[config.mk]
export PLATFORM = sky130hd
export DESIGN_NAME = gap_ram
export DESIGN_NICKNAME = d
export VERILOG_FILES = /design/src/gap_ram.sv
export SDC_FILE = /design/constraint.sdc
export NUM_CORES = 1
export LEC_CHECK = 0
export ABC_CLOCK_PERIOD_IN_PS = 2400
export BUFFER_PORTS_ARGS = -buffer_cell sky130_fd_sc_hd__buf_2
export CORE_MARGIN = 3
export CORE_UTILIZATION = 50
export DETAILED_ROUTE_END_ITERATION = 8
export PLACE_DENSITY = 0.74
export SLEW_MARGIN = 10
export SYNTH_ARGS = -nofsm -noshare
export SYNTH_HDL_FRONTEND = slang
export SYNTH_SLANG_ARGS = --single-unit
[constraint.sdc]
create_clock -name clock -period 2.4 [get_ports clock]
set_input_delay 0.24 -clock clock [delete_from_list [all_inputs] [get_ports clock]]
set_output_delay 0.24 -clock clock [all_outputs]
set_load 0.02 [all_outputs]
[src/gap_ram.sv]
// generic single write port ram with one registered read port
// no dependencies
module gap_ram #(
   parameter int WIDTH = 8,
   parameter int DEPTH = 64
) (
   input  logic                     clock,
   input  logic                     wr_en,
   input  logic [$clog2(DEPTH)-1:0] wr_addr,
   input  logic [WIDTH-1:0]         wr_data,
   input  logic [$clog2(DEPTH)-1:0] rd_addr,
   output logic [WIDTH-1:0]         rd_data
);
   logic [WIDTH-1:0] mem_ff [DEPTH];
   logic [WIDTH-1:0] rd_data_ff;

   always_ff @(posedge clock) begin
      if (wr_en) mem_ff[wr_addr] <= wr_data;
      rd_data_ff <= mem_ff[rd_addr];
   end

   assign rd_data = rd_data_ff;
endmodule

==> flow_summary.ini <==
[pwr]
total_power_uw = 18700
leakagePower_uw = 0.00754
powerDensity_nw_per_um2 = 802
peakVddDrop_v = 0.000649

[worst_setup_path]
crit_fanout = 1
path_buf_inv = 1
r2r-end = rd_data[4]
cp_top_family = multiplexers
worstPathCellList = mux4_2 > mux2_2 > o221a_2 > nor3_1 > buf_4 > o32ai_1
slowest_stage = mux4_2
crit_start = mem_ff[28][4]
cp-end-kind = flop
reg2reg_from = mem_ff[28][4]
cpPeakStageDelay_ps = 470
rrSetupSlack_ps = 370
arrival_ps = 2460
r2r_cells = 6
start_kind = flop
path_class = reg2reg
cp.required_ps = 2830

[global_routing]
gr-total-overflow = 0
antenna_found_initial = 2
first_global_vias = 10300
grt_pass1_wl_um = 66800
grt_max_degree = 65
grt_usage_pct = 21.4

[timing]
max_freq_ghz = 0.492
max_slew_margin_pct = 26.5
fin_hold_ws_ps = 91.7
finalHoldViolations = 0
fin_tns_setup_ps = 0
worst_slack_ps = 367
slew_viol_final = 0
fin_crit_sh_pct = 84.7
tightest_slew_ps = 1100
setup_viol = 0
min_period_ps = 2030
rsz0062_at_grt = no
skew_ps = 26.8

[clock_network]
ctsResizeCount = 0
tritoncts = yes
cts_hold_buffers = 0
clockRootBuffer = clkbuf_16
numCtsBuffers = 50
cts_setup_buffers = 0
cts_sinks = 520
clk_path_buf_depth = 3
clk_latency_ps = 560
path_clk_slew_ps = 60
htreeDepth = 2

[floorplanning]
io_pins = 30
dieArea_um2 = 42800
fp-row-count = 72
dieHeight_um = 207
fp.dieW_um = 207
core_area_um2 = 39300
start_util_pct = 51.3

[place]
place.gp.congestion = 0.864
hpwl_um = 27900
pre_cts_slack_ps = 112
dpl_cell_area_um2 = 21700
portBuffers = 29

[logic_synthesis]
synth_edf_count = 512
yosys-mux-area-fraction_pct = 15.9
avgSynthCellArea_um2 = 21.5
synth_compound_area_share_pct = 2.07
yosysWarningCount = 0
synth_nets = 962
synth_sequential_area_ratio_pct = 77.0
synthesis.area_um2 = 20200
synth_xor_area_share_pct = 0
ys_ff_latch = 520
postSynthCellCount = 940
synthSimpleGateAreaFrac_pct = 3.39
synth_cell_type_count = 40
synth_top_family_by_area = multiplexers
synthAdderAreaFrac_pct = 0
synth_ff_type = edfxtp_1
synthArstFlopShare_pct = 0

[worst_hold_path]
hold_start = rd_addr[5]
holdCritPathClass = in2reg
hold_end = rd_data[2]
whs_path_depth = 3

[route]
wl_per_cell_um = 26.9
routed_wl_um = 44400
drtPass1Iterations = 6
drt_iter0_markers = 1195
ant_nets = 0
drt-vias-per-instance = 6.10
vias = 10100
drc = 0

[finish]
final_common_cell = edfxtp_1
drive_above_1_share_pct = 32.3
final_cell_mix = edfxtp_1, mux4_2, buf_4
area_growth_pct = 15.7
stdcell_area_um2 = 23300
nets = 1116

[status]
status = completed

[flow_run]
max-cap-violations = 0
-- kinds of logic (layout without fill, tap and decap cells) --
family | after synthesis | after routing
AOI/OAI and AO/OA | 54 | 54
buffers and inverters | 51 | 242
other | 0 | 2
and+or+nand+nor | 153 | 153
muxes | 162 | 162
DFF | 520 | 520
-- flip-flops by register name, summed over array words and instances (netlist names) --
name	cells
mem_ff	512
rd_data	8
-- worst max path at each step --
| stage | endpoint | slack [ps] | depth (start not counted) |
|---|---|---|---|
| after floorplan | rd_data[3] | 490 | 7 |
| after global placement | rd_data[7] | 130 | 7 |
| after detailed placement | rd_data[7] | 110 | 8 |
| after CTS | rd_data[6] | 380 | 6 |
| after global routing | rd_data[4] | 280 | 6 |
| final | rd_data[4] | 370 | 6 |
-- synth_stat cells, types with 7 or more instances --
cell      number  area, um^2
nand2_1       19        71.3
mux2i_1       23         230
nand2b_1       7        43.8
dfxtp_1        8         160
nand3_1       13        65.1
nor2_1        83         312
nor2b_1       14        87.6
buf_4         13        97.6
clkbuf_1      17        63.8
nor3_1         7        35.0
mux4_2       126        2840
o22ai_1        8        50.1
o221ai_1       8        70.1
buf_2         11        55.1
edfxtp_1     512       15400
mux2_2        13         146
-- final cells by class --
cell class	count	area, um^2
Antenna cell	2	5.00
Clock buffer	58	1300
Clock inverter	31	282
Fill cell	2757	16000
Multi-Input combinational cell	369	4320
Sequential cell	520	15500
Tap cell	518	648
Timing Repair Buffer	153	1240
-- layer usage --
metal	vias to the layer above	GRT usage, %	wire, um
met5	-	0	22
met3	90	4.03	3810
met4	4	6.45	1280
met2	482	33.7	21400
met1	5260	31.2	17900
li1	4240	-	-
-- where the power goes --
group | internal (uW) | switching (uW) | total (uW)
sequential | 10100 | 33.7 | 10100
combinational | 416 | 596 | 1010
clock | 4410 | 3210 | 7610
-- worst reg2reg max path, stage by stage (launching register included) --
cell,delay (ps)
edfxtp_1,370
mux4_2,470
mux2_2,280
o221a_2,280
nor3_1,220
buf_4,190
o32ai_1,100
-- through the flow --
| stage | std cells | util, % |
|---|---|---|
| 6_report | 1651 | 59.4 |
| 5_1_grt | 1649 | 59.4 |
| 4_1_cts | 1649 | 59.4 |
| 3_5_place_dp | 1560 | 55.3 |
| 3_3_place_gp | 1560 | 55.3 |
| 2_1_floorplan | 940 | - |
Power figures use the tool's default switching activity.
