## src/gap_pkg.sv

```systemverilog
// shared types, constants and helper functions for the grid path search core
// no dependencies; imported by every module of the block but the generic ram
package gap_pkg;

   localparam int GRID_SIDE     = 8;
   localparam int GRID_BITS     = $clog2(GRID_SIDE);
   localparam int CELL_COUNT    = GRID_SIDE * GRID_SIDE;
   localparam int CELL_BITS     = 2 * GRID_BITS;
   localparam int OPEN_DEPTH    = 256;
   localparam int OPEN_BITS     = $clog2(OPEN_DEPTH);
   localparam int OPEN_CNT_BITS = OPEN_BITS + 1;
   localparam int NUM_DIRS      = 4;

   localparam int COORD_W = 11;
   localparam int TILE_W  = 8;
   localparam int POINT_W = 12;
   localparam int G_W     = CELL_BITS + 1;
   localparam int COST_W  = G_W + 1;
   localparam int F_W     = G_W + 1;
   localparam int SEQ_W   = CELL_BITS + 3;
   localparam int DIV_STEPS = COORD_W;
   localparam int DIV_CNT_W = $clog2(DIV_STEPS);

   localparam logic [TILE_W-1:0] TILE_SIZE_RESET = 8'd32;

   localparam logic [1:0] OP_SET_WALL    = 2'd0;
   localparam logic [1:0] OP_TOGGLE_WALL = 2'd1;
   localparam logic [1:0] OP_QUERY       = 2'd2;
   localparam logic [1:0] OP_FIND_PATH   = 2'd3;

   localparam logic [1:0] KIND_CELL     = 2'd0;
   localparam logic [1:0] KIND_WAYPOINT = 2'd1;
   localparam logic [1:0] KIND_EMPTY    = 2'd2;
   localparam logic [1:0] KIND_OUTSIDE  = 2'd3;

   localparam logic [1:0] DIR_Y_UP   = 2'd0;
   localparam logic [1:0] DIR_Y_DOWN = 2'd1;
   localparam logic [1:0] DIR_X_DOWN = 2'd2;
   localparam logic [1:0] DIR_X_UP   = 2'd3;

   typedef enum logic [4:0] {
      ST_CLEAR,
      ST_IDLE,
      ST_DIV_GO,
      ST_DIV_WAIT,
      ST_CHECK,
      ST_CELL_RD,
      ST_CELL_WR,
      ST_INIT_RD,
      ST_INIT_WR,
      ST_PUSH_SRC,
      ST_SCAN_START,
      ST_SCAN,
      ST_RM_RD,
      ST_RM_WR,
      ST_POP_CHK,
      ST_NB,
      ST_NB_CHK,
      ST_FIN_RD,
      ST_FIN_CHK,
      ST_BT,
      ST_BT_CHK,
      ST_OUT_RD,
      ST_OUT_WAIT,
      ST_EMIT
   } state_type;

   typedef struct packed {
      logic [G_W-1:0]       g;
      logic [CELL_BITS-1:0] node;
      logic [SEQ_W-1:0]     seq;
   } open_entry_type;

   typedef struct packed {
      logic                 closed;
      logic                 known;
      logic [COST_W-1:0]    cost;
      logic [CELL_BITS-1:0] from;
   } cell_info_type;

   typedef struct packed {
      logic                 ok;
      logic [CELL_BITS-1:0] node;
   } neighbor_type;

   typedef struct packed {
      logic               start;
      logic [COORD_W-1:0] dividend;
      logic [TILE_W-1:0]  divisor;
   } div_req_type;

   typedef struct packed {
      logic               done;
      logic [COORD_W-1:0] quotient;
   } div_rsp_type;

   function automatic logic [GRID_BITS-1:0] gap_dist(logic [GRID_BITS-1:0] a,
                                                     logic [GRID_BITS-1:0] b);
      gap_dist = (a > b) ? (a - b) : (b - a);
   endfunction

   function automatic neighbor_type gap_neighbor(logic [CELL_BITS-1:0] node,
                                                 logic [1:0] dir);
      logic [GRID_BITS-1:0] x;
      logic [GRID_BITS-1:0] y;
      neighbor_type r;
      x = node[CELL_BITS-1:GRID_BITS];
      y = node[GRID_BITS-1:0];
      r.ok = 1'b1;
      unique case (dir)
         DIR_Y_UP: begin
            if (y == GRID_BITS'(GRID_SIDE - 1)) r.ok = 1'b0;
            y = y + 1'b1;
         end
         DIR_Y_DOWN: begin
            if (y == '0) r.ok = 1'b0;
            y = y - 1'b1;
         end
         DIR_X_DOWN: begin
            if (x == '0) r.ok = 1'b0;
            x = x - 1'b1;
         end
         default: begin
            if (x == GRID_BITS'(GRID_SIDE - 1)) r.ok = 1'b0;
            x = x + 1'b1;
         end
      endcase
      r.node = {x, y};
      return r;
   endfunction

endpackage

```

## src/gap_div.sv

```systemverilog
// iterative restoring divider, one quotient bit per cycle
// depends on gap_pkg
module gap_div (
   input  logic                clock,
   input  logic                reset,
   input  gap_pkg::div_req_type div_req,
   output gap_pkg::div_rsp_type div_rsp
);
   import gap_pkg::*;

   logic                 busy_ff, busy_in;
   logic                 done_ff, done_in;
   logic [DIV_CNT_W-1:0] cnt_ff, cnt_in;
   logic [TILE_W-1:0]    rem_ff, rem_in;
   logic [COORD_W-1:0]   quo_ff, quo_in;
   logic [TILE_W-1:0]    dvs_ff, dvs_in;
   logic [TILE_W:0]      rem_sh;
   logic                 fits;

   assign rem_sh = {rem_ff, quo_ff[COORD_W-1]};
   assign fits   = rem_sh >= {1'b0, dvs_ff};

   always_comb begin
      busy_in = busy_ff;
      done_in = 1'b0;
      cnt_in  = cnt_ff;
      rem_in  = rem_ff;
      quo_in  = quo_ff;
      dvs_in  = dvs_ff;
      if (div_req.start) begin
         busy_in = 1'b1;
         cnt_in  = '0;
         rem_in  = '0;
         quo_in  = div_req.dividend;
         dvs_in  = div_req.divisor;
      end else if (busy_ff) begin
         rem_in = fits ? TILE_W'(rem_sh - {1'b0, dvs_ff}) : rem_sh[TILE_W-1:0];
         quo_in = {quo_ff[COORD_W-2:0], fits};
         cnt_in = cnt_ff + 1'b1;
         if (cnt_ff == DIV_CNT_W'(DIV_STEPS - 1)) begin
            busy_in = 1'b0;
            done_in = 1'b1;
         end
      end
   end

   always_ff @(posedge clock) begin
      if (reset) begin
         busy_ff <= 1'b0;
         done_ff <= 1'b0;
      end else begin
         busy_ff <= busy_in;
         done_ff <= done_in;
      end
   end

   always_ff @(posedge clock) begin
      cnt_ff <= cnt_in;
      rem_ff <= rem_in;
      quo_ff <= quo_in;
      dvs_ff <= dvs_in;
   end

   assign div_rsp.done     = done_ff;
   assign div_rsp.quotient = quo_ff;
endmodule
```

## config.mk

```make
export PLATFORM = sky130hd
export DESIGN_NAME = gap_div
export DESIGN_NICKNAME = d
export VERILOG_FILES = /design/src/gap_pkg.sv /design/src/gap_div.sv
export SDC_FILE = /design/constraint.sdc
export NUM_CORES = 1
export LEC_CHECK = 0
export ABC_AREA = 1
export BUFFER_PORTS_ARGS = -buffer_cell sky130_fd_sc_hd__buf_2
export CAP_MARGIN = 20
export CORE_ASPECT_RATIO = 1.25
export CORE_MARGIN = 1.5
export CORE_UTILIZATION = 49
export CTS_CLUSTER_DIAMETER = 200
export DETAILED_ROUTE_END_ITERATION = 10
export PLACE_DENSITY = 0.85
export SLEW_MARGIN = 20
export SYNTH_ARGS = -nofsm -noshare
export SYNTH_HDL_FRONTEND = slang
export SYNTH_SLANG_ARGS = --single-unit
```

## constraint.sdc

```tcl
create_clock -name clock -period 1.5 [get_ports clock]
set_input_delay 0.3 -clock clock [delete_from_list [all_inputs] [get_ports clock]]
set_output_delay 0.3 -clock clock [all_outputs]
set_load 0.005 [all_outputs]
```

==> summary.txt, run 1 <==
Synth warnings: 0
Most common flop cell mapped by yosys: edfxtp_1
Fraction of registers with async set/reset: 0%
Critical-path cell list: ha_4 -> fa_2 -> buf_4 -> xor2_1 -> nand2_2 -> nand3_2 -> nand2_1
Max_cap viols: 0
Crit-path slowest cell: edfxtp_1
P_sw: 0.6591 mW
CTS Buf Count: 5
Top post-synthesis cells by count: nand2_1 (80), inv_1 (22), edfxtp_1 (19)
PwrDens: 917.8 mW/mm^2
Global-route wire length before repair: 6561 um
Post-DR wirelength/cell: 13.32 um
P_int: 1.600 mW
Seq pwr share: 47.6%
Clk Latency, worst-skew pair: 290 ps
CTS root buf: clkbuf_8
Top-level I/O count: 34
Post-synthesis register bit count: 33
HPWL Detailed: 2644 um
RD Place Congestion: 0.8758
Net Sw Frac: 29.18%
RSZ-0062 raised after global routing: true
Cell Area, Synth: 0.001788 mm^2
Crit-path max FO: 2
Die height: 70.54 um
Synthesized instance count: 213
Worst setup SP type: flop
Share of layout cells above drive strength 1: 39.48%
Reg clk slew, reported paths: 70 ps
Setup violators final: 9
Worst-Margin Slew: 311.0 ps
Die ar.: 0.004023 mm^2
Via density: 5.242
Grt ovf: 0
Worst Path Required: 1680 ps
WHS Path Cells: 1
Final ANT Viol Nets: 0
Slew Limit Fails: 0
Critical Path Max Stage Delay: 430 ps
Clock Skew: 9.680 ps
Rel. slew slack: 79.24%
Initial Util: 51.33%
Critical Path AT: 1870 ps
Core Area: 0.003483 mm^2
Failing checks: negative setup slack
Sink Count: 33
Number of I/O port buffers: 33
Comb pwr share: 24.0%
Initial DRC Count: 49
TritonCTS clock tree: done
Netlist cell types: 32
Leading area contributor after synthesis: edfxtp_1
Clock power share: 28.3%
Pre-antenna DRT Iters: 4
Register area share after synthesis: 47.59%
Outcome: finished, violations left
HP Class: input pin to flop
Ant. Diodes: 0
Via count: 1625
Top post-synthesis cells by area: edfxtp_1 (32%), nand2_1 (17%), dfxtp_1 (16%)
Setup WS post-layout: -187.6 ps
Initial antenna violation count: 0
Die Span X: 57.03 um
Fmax: 592.5 MHz
Clk buf depth: 2
Final WL: 4129 um
Design area: 0.002461 mm^2
Fin crit period: 1688 ps
Area delta synth->final: 37.65%
Post-synth EDFFs: 19
Placed Area: 0.002105 mm^2
Crit path kind: flop to flop
R2R cell count: 7
DRC: 0
FP Rows: 24
Worst vdd ir: 1134 uV
Vias in the first global route: 1528
H-Tree Depth: 2
Largest net degree at the start of global routing: 18
P_leak: 1.163 nW
Total power draw: 2.259 mW
Fillcell total: 228
Total negative setup slack: -828.3 ps
Area fraction of the dominant cell type after synthesis: 31.91%
Final hold vios: 0
Net Count, Synth: 246
Global-route usage over all layers: 21.18%
CTS Hold Bufs: 0
Final period util: 112.5%
Mean post-synth cell area: 8.394 um^2
Most numerous cell in the Yosys netlist: nand2_1
Critical path capture point type: flop
Final Net Count: 303
[per-stage QoR]
| step | setup slack (ps) | hold slack (ps) | util, % | instances |
|---|---|---|---|---|
| after floorplan | -1.904 | 369.1 | - | 213 |
| after global placement | -147.2 | 446.6 | 60.42 | 295 |
| after detailed placement | -160.3 | 451.7 | 60.42 | 295 |
| after CTS | -81.98 | 174.7 | 68.39 | 310 |
| after global routing | -244.3 | 170.4 | 70.65 | 310 |
| final | -187.6 | 180.6 | 70.65 | 310 |
[path summary, 6_finish.rpt]
kind                            slack (ps)         to       start
worst min register to register         460  cnt_ff[3]   cnt_ff[3]
worst max-delay path                  -190  rem_ff[2]   dvs_ff[0]
worst min-delay path                   180  dvs_ff[1]  div_req[1]
worst max register to register        -190  rem_ff[2]   dvs_ff[0]
[layout make-up]
type	instances	area [um^2]	area share (%)
timing repair buffer	53	327.8	13.32
sequential	33	850.8	34.57
multi-input combinational	150	1044	42.40
clock inverter	2	10.01	0.4067
inverter	27	107.6	4.372
clock buffer	6	72.57	2.949
tap	39	48.80	1.983
[worst max-delay path, delay by kind of cell (launching register included)]
| family | cells | cell delay (ps) |
|---|---|---|
| xor gates and xnor gates | 1 | 250 |
| buffers and inverters | 1 | 150 |
| and+or+nand+nor | 3 | 220 |
| adders and majority gates | 2 | 540 |
| DFF | 1 | 430 |
[layout by cell type, fill, tap and decap left out, types with 2 or more instances in the layout]
| cell | Yosys | routed |
|---|---|---|
| a21oi_1 | 6 | 5 |
| buf_2 | 1 | 33 |
| buf_4 | 1 | 19 |
| clkbuf_8 | 0 | 5 |
| clkinv_2 | 0 | 2 |
| dfxtp_1 | 14 | 14 |
| edfxtp_1 | 19 | 19 |
| ha_1 | 10 | 2 |
| ha_4 | 0 | 8 |
| inv_1 | 22 | 19 |
| inv_2 | 2 | 5 |
| nand2_1 | 80 | 69 |
| nand2_2 | 3 | 12 |
| nand2_4 | 2 | 3 |
| nand2_8 | 0 | 2 |
| nand3_1 | 18 | 13 |
| nand3_2 | 1 | 5 |
| nand3b_1 | 7 | 7 |
| nor2_1 | 6 | 5 |
| nor2_4 | 1 | 2 |
| o21ai_1 | 3 | 3 |
| xor2_1 | 2 | 2 |
[layer usage]
| metal | share of wire (%) | track usage [%] |
|---|---|---|
| met2 | 52 | 37.55 |
| met5 | 0 | 0 |
| met4 | 3.0 | 10.34 |
| met3 | 3.9 | 4.570 |
| met1 | 41 | 23.71 |
[cells by family (layout without fill, tap and decap cells)]
| family | after synthesis | after routing | share of synthesized area (%) |
|---|---|---|---|
| buffers and inverters | 31 | 88 | 7.138 |
| flip-flops | 33 | 33 | 47.59 |
| adder cells (fa/ha/maj) | 11 | 11 | 8.118 |
| AND/OR/NAND/NOR | 123 | 124 | 31.56 |
| XOR/XNOR | 3 | 3 | 1.470 |
| AO/OA/AOI/OAI | 12 | 12 | 4.129 |
[what timing repair did]
action,4_1_cts,5_1_grt
resized for setup,20,18
gates cloned,1,0
setup endpoints to repair,9,9
pin swaps,7,17
endpoints found under the hold margin,0,0
buffers inserted,6,0
[power groups by stage]
stage	Sequential (mW)	Clock (mW)	Combinational, mW
2_1_floorplan	1.08	0	0.251
3_3_place_gp	1.09	0	0.396
3_5_place_dp	1.09	0	0.407
4_1_cts	1.07	0.651	0.489
5_1_grt	1.08	0.676	0.588
6_report	1.08	0.640	0.542
[sequential cells by signal, summed over array words and instances (netlist names)]
register  flops
quo_ff       11
dvs_ff        8
rem_ff        8
cnt_ff        4
busy_ff       1
done_ff       1
No activity file was read; power rests on OpenSTA's default activity.
==> run 2: changes to the inputs <==
CELL_PAD_IN_SITES_DETAIL_PLACEMENT = 0   (was unset)
CELL_PAD_IN_SITES_GLOBAL_PLACEMENT = 2   (was unset)
CORE_UTILIZATION = 29   (was 49)
==> summary.txt, run 2 (same netlist as run 1, synthesis figures left out) <==
Crit path capture: quo_ff[0]
Most frequent cell on the critical path: nand2_2
Worst Path Required: 1530 ps
Initial Util: 30.53%
Seq pwr share: 45.5%
Share of layout cells above drive strength 1: 41.79%
DRC: 0
Critical Path Max Stage Delay: 380 ps
P_sw: 0.6477 mW
Crit path buffers/inverters: 2
Worst setup SP type: flop
Setup WS post-layout: -97.20 ps
Grt ovf: 0
Global-route wire length before repair: 7376 um
CP Depth: 9
CTS Hold Bufs: 0
RD Place Congestion: 0.8184
FF-to-FF Start: dvs_ff[6]
Comb pwr share: 23.4%
Ant. Diodes: 0
Worst-Margin Slew: 300.3 ps
Final WL: 4288 um
Post-DR wirelength/cell: 11.85 um
Failing checks: negative setup slack
Setup violators final: 9
Outcome: finished, violations left
Crit-path max FO: 4
Clk buf depth: 2
Commonest non-fill, non-tap cell in the layout: nand2_1
Top-level I/O count: 34
R2R cell count: 9
Final Net Count: 312
P_int: 1.720 mW
P_leak: 1.223 nW
Worst path top cell family by delay: flip-flops
Final hold vios: 0
Fmax: 626.1 MHz
Placed Area: 0.002218 mm^2
CTS root buf: clkbuf_8
FP Rows: 31
Sink Count: 33
Via count: 1576
HPWL Detailed: 3110 um
Most flops, register: quo_ff
Final core area utilization: 44.07%
Max FFs per register: 11
Die height: 90.79 um
Crit path kind: flop to flop
Commonest non-fill, non-tap cells in the layout: nand2_1 (68), buf_2 (33), buf_4 (24), edfxtp_1 (19), inv_1 (17)
RSZ-0062 raised after global routing: true
Pre-antenna DRT Iters: 4
Net Sw Frac: 27.36%
Top Registers: quo_ff: 11 flops, dvs_ff: 8 flops, rem_ff: 8 flops
CTS Buf Count: 5
Critical Path AT: 1620 ps
Crit path launch: dvs_ff[6]
Total power draw: 2.367 mW
Core Area: 0.005857 mm^2
Final period util: 106.5%
Critical path capture point type: flop
Rel. slew slack: 79.95%
Final ANT Viol Nets: 0
Hold_ws: 182.2 ps
Crit-path slowest cell: edfxtp_1
Clk Latency, worst-skew pair: 290 ps
WHS Path Cells: 2
Worst vdd ir: 603.6 uV
Design area: 0.002581 mm^2
PwrDens: 917.2 mW/mm^2
Die ar.: 0.006649 mm^2
Reg-to-Reg End: quo_ff[0]
Total negative setup slack: -620.6 ps
Number of I/O port buffers: 33
Reg clk slew, reported paths: 60 ps
Reg-to-reg slack, setup: -100 ps
HP Class: input pin to flop
Initial antenna violation count: 0
Vias in the first global route: 1596
Clock Skew: 4.308 ps
Critical-path cell list: inv_2 -> ha_4 -> nand2_2 -> nand2_2 -> nand2_2 -> nand2_2 -> a21oi_4 -> buf_6 -> a31oi_2
Die Span X: 73.23 um
TritonCTS clock tree: done
Via density: 4.354
Fin crit period: 1597 ps
Slew Limit Fails: 0
Area delta synth->final: 44.37%
Max_cap viols: 0
Largest net degree at the start of global routing: 18
Initial DRC Count: 59
H-Tree Depth: 2
Clock power share: 31.1%
Global-route usage over all layers: 14.39%
run 2: layer usage:
metal  part of all wire [%]  GRT usage [%]  vias to the layer above  routed length, um
met4                    1.7          5.189                        0                 73
met5                      0              0                        -                  0
met1                     44          17.61                      718               1878
li1                       -              -                      822                  -
met2                     51          24.32                       30               2179
met3                    3.7          3.013                        6                157
run 2: worst min path at each step:
stage,start,endpoint,slack (ps)
after floorplan,reset,busy_ff,370
after global placement,cnt_ff[3],cnt_ff[3],450
after detailed placement,cnt_ff[3],cnt_ff[3],450
after CTS,reset,busy_ff,170
after global routing,reset,busy_ff,180
final,reset,busy_ff,180
run 2: power groups by stage:
stage	combinational, mW	clock (mW)	sequential, mW
after floorplan	0.251	0	1.08
after global placement	0.439	0	1.09
after detailed placement	0.439	0	1.09
after CTS	0.539	0.764	1.08
after global routing	0.618	0.798	1.09
final	0.554	0.736	1.08
run 2: worst register-to-register path: cells and delay by family (launching register included):
family / cells / cell delay, ps
AO/OA/AOI/OAI: 2 / 280
flip-flops: 1 / 380
buffers and inverters: 2 / 220
adder cells (fa/ha/maj): 1 / 220
AND/OR/NAND/NOR: 4 / 240
run 2: per-stage QoR:
| step | setup slack, ps | cells |
|---|---|---|
| 6_report | -97.20 | 362 |
| 5_1_grt | -218.4 | 362 |
| 4_1_cts | -79.21 | 361 |
| 3_5_place_dp | -119.2 | 346 |
| 3_3_place_gp | -129.0 | 346 |
| 2_1_floorplan | -1.904 | 213 |
run 2: layout make-up:
type,instances,area [um^2]
inverters,27,107.6
clock inverters,1,5.005
multi-input cells,150,1017
clock buffers,7,96.34
flip-flops and latches,33,850.8
well taps,82,102.6
fillers,585,3276
repair buffers,62,401.6
run 2: what timing repair did:
action                                  in CTS  in global routing
endpoints found under the setup margin       9                  9
pin swaps                                    9                  8
setup buffers                                6                  1
gates cloned                                 1                  0
resized for setup                           29                 12
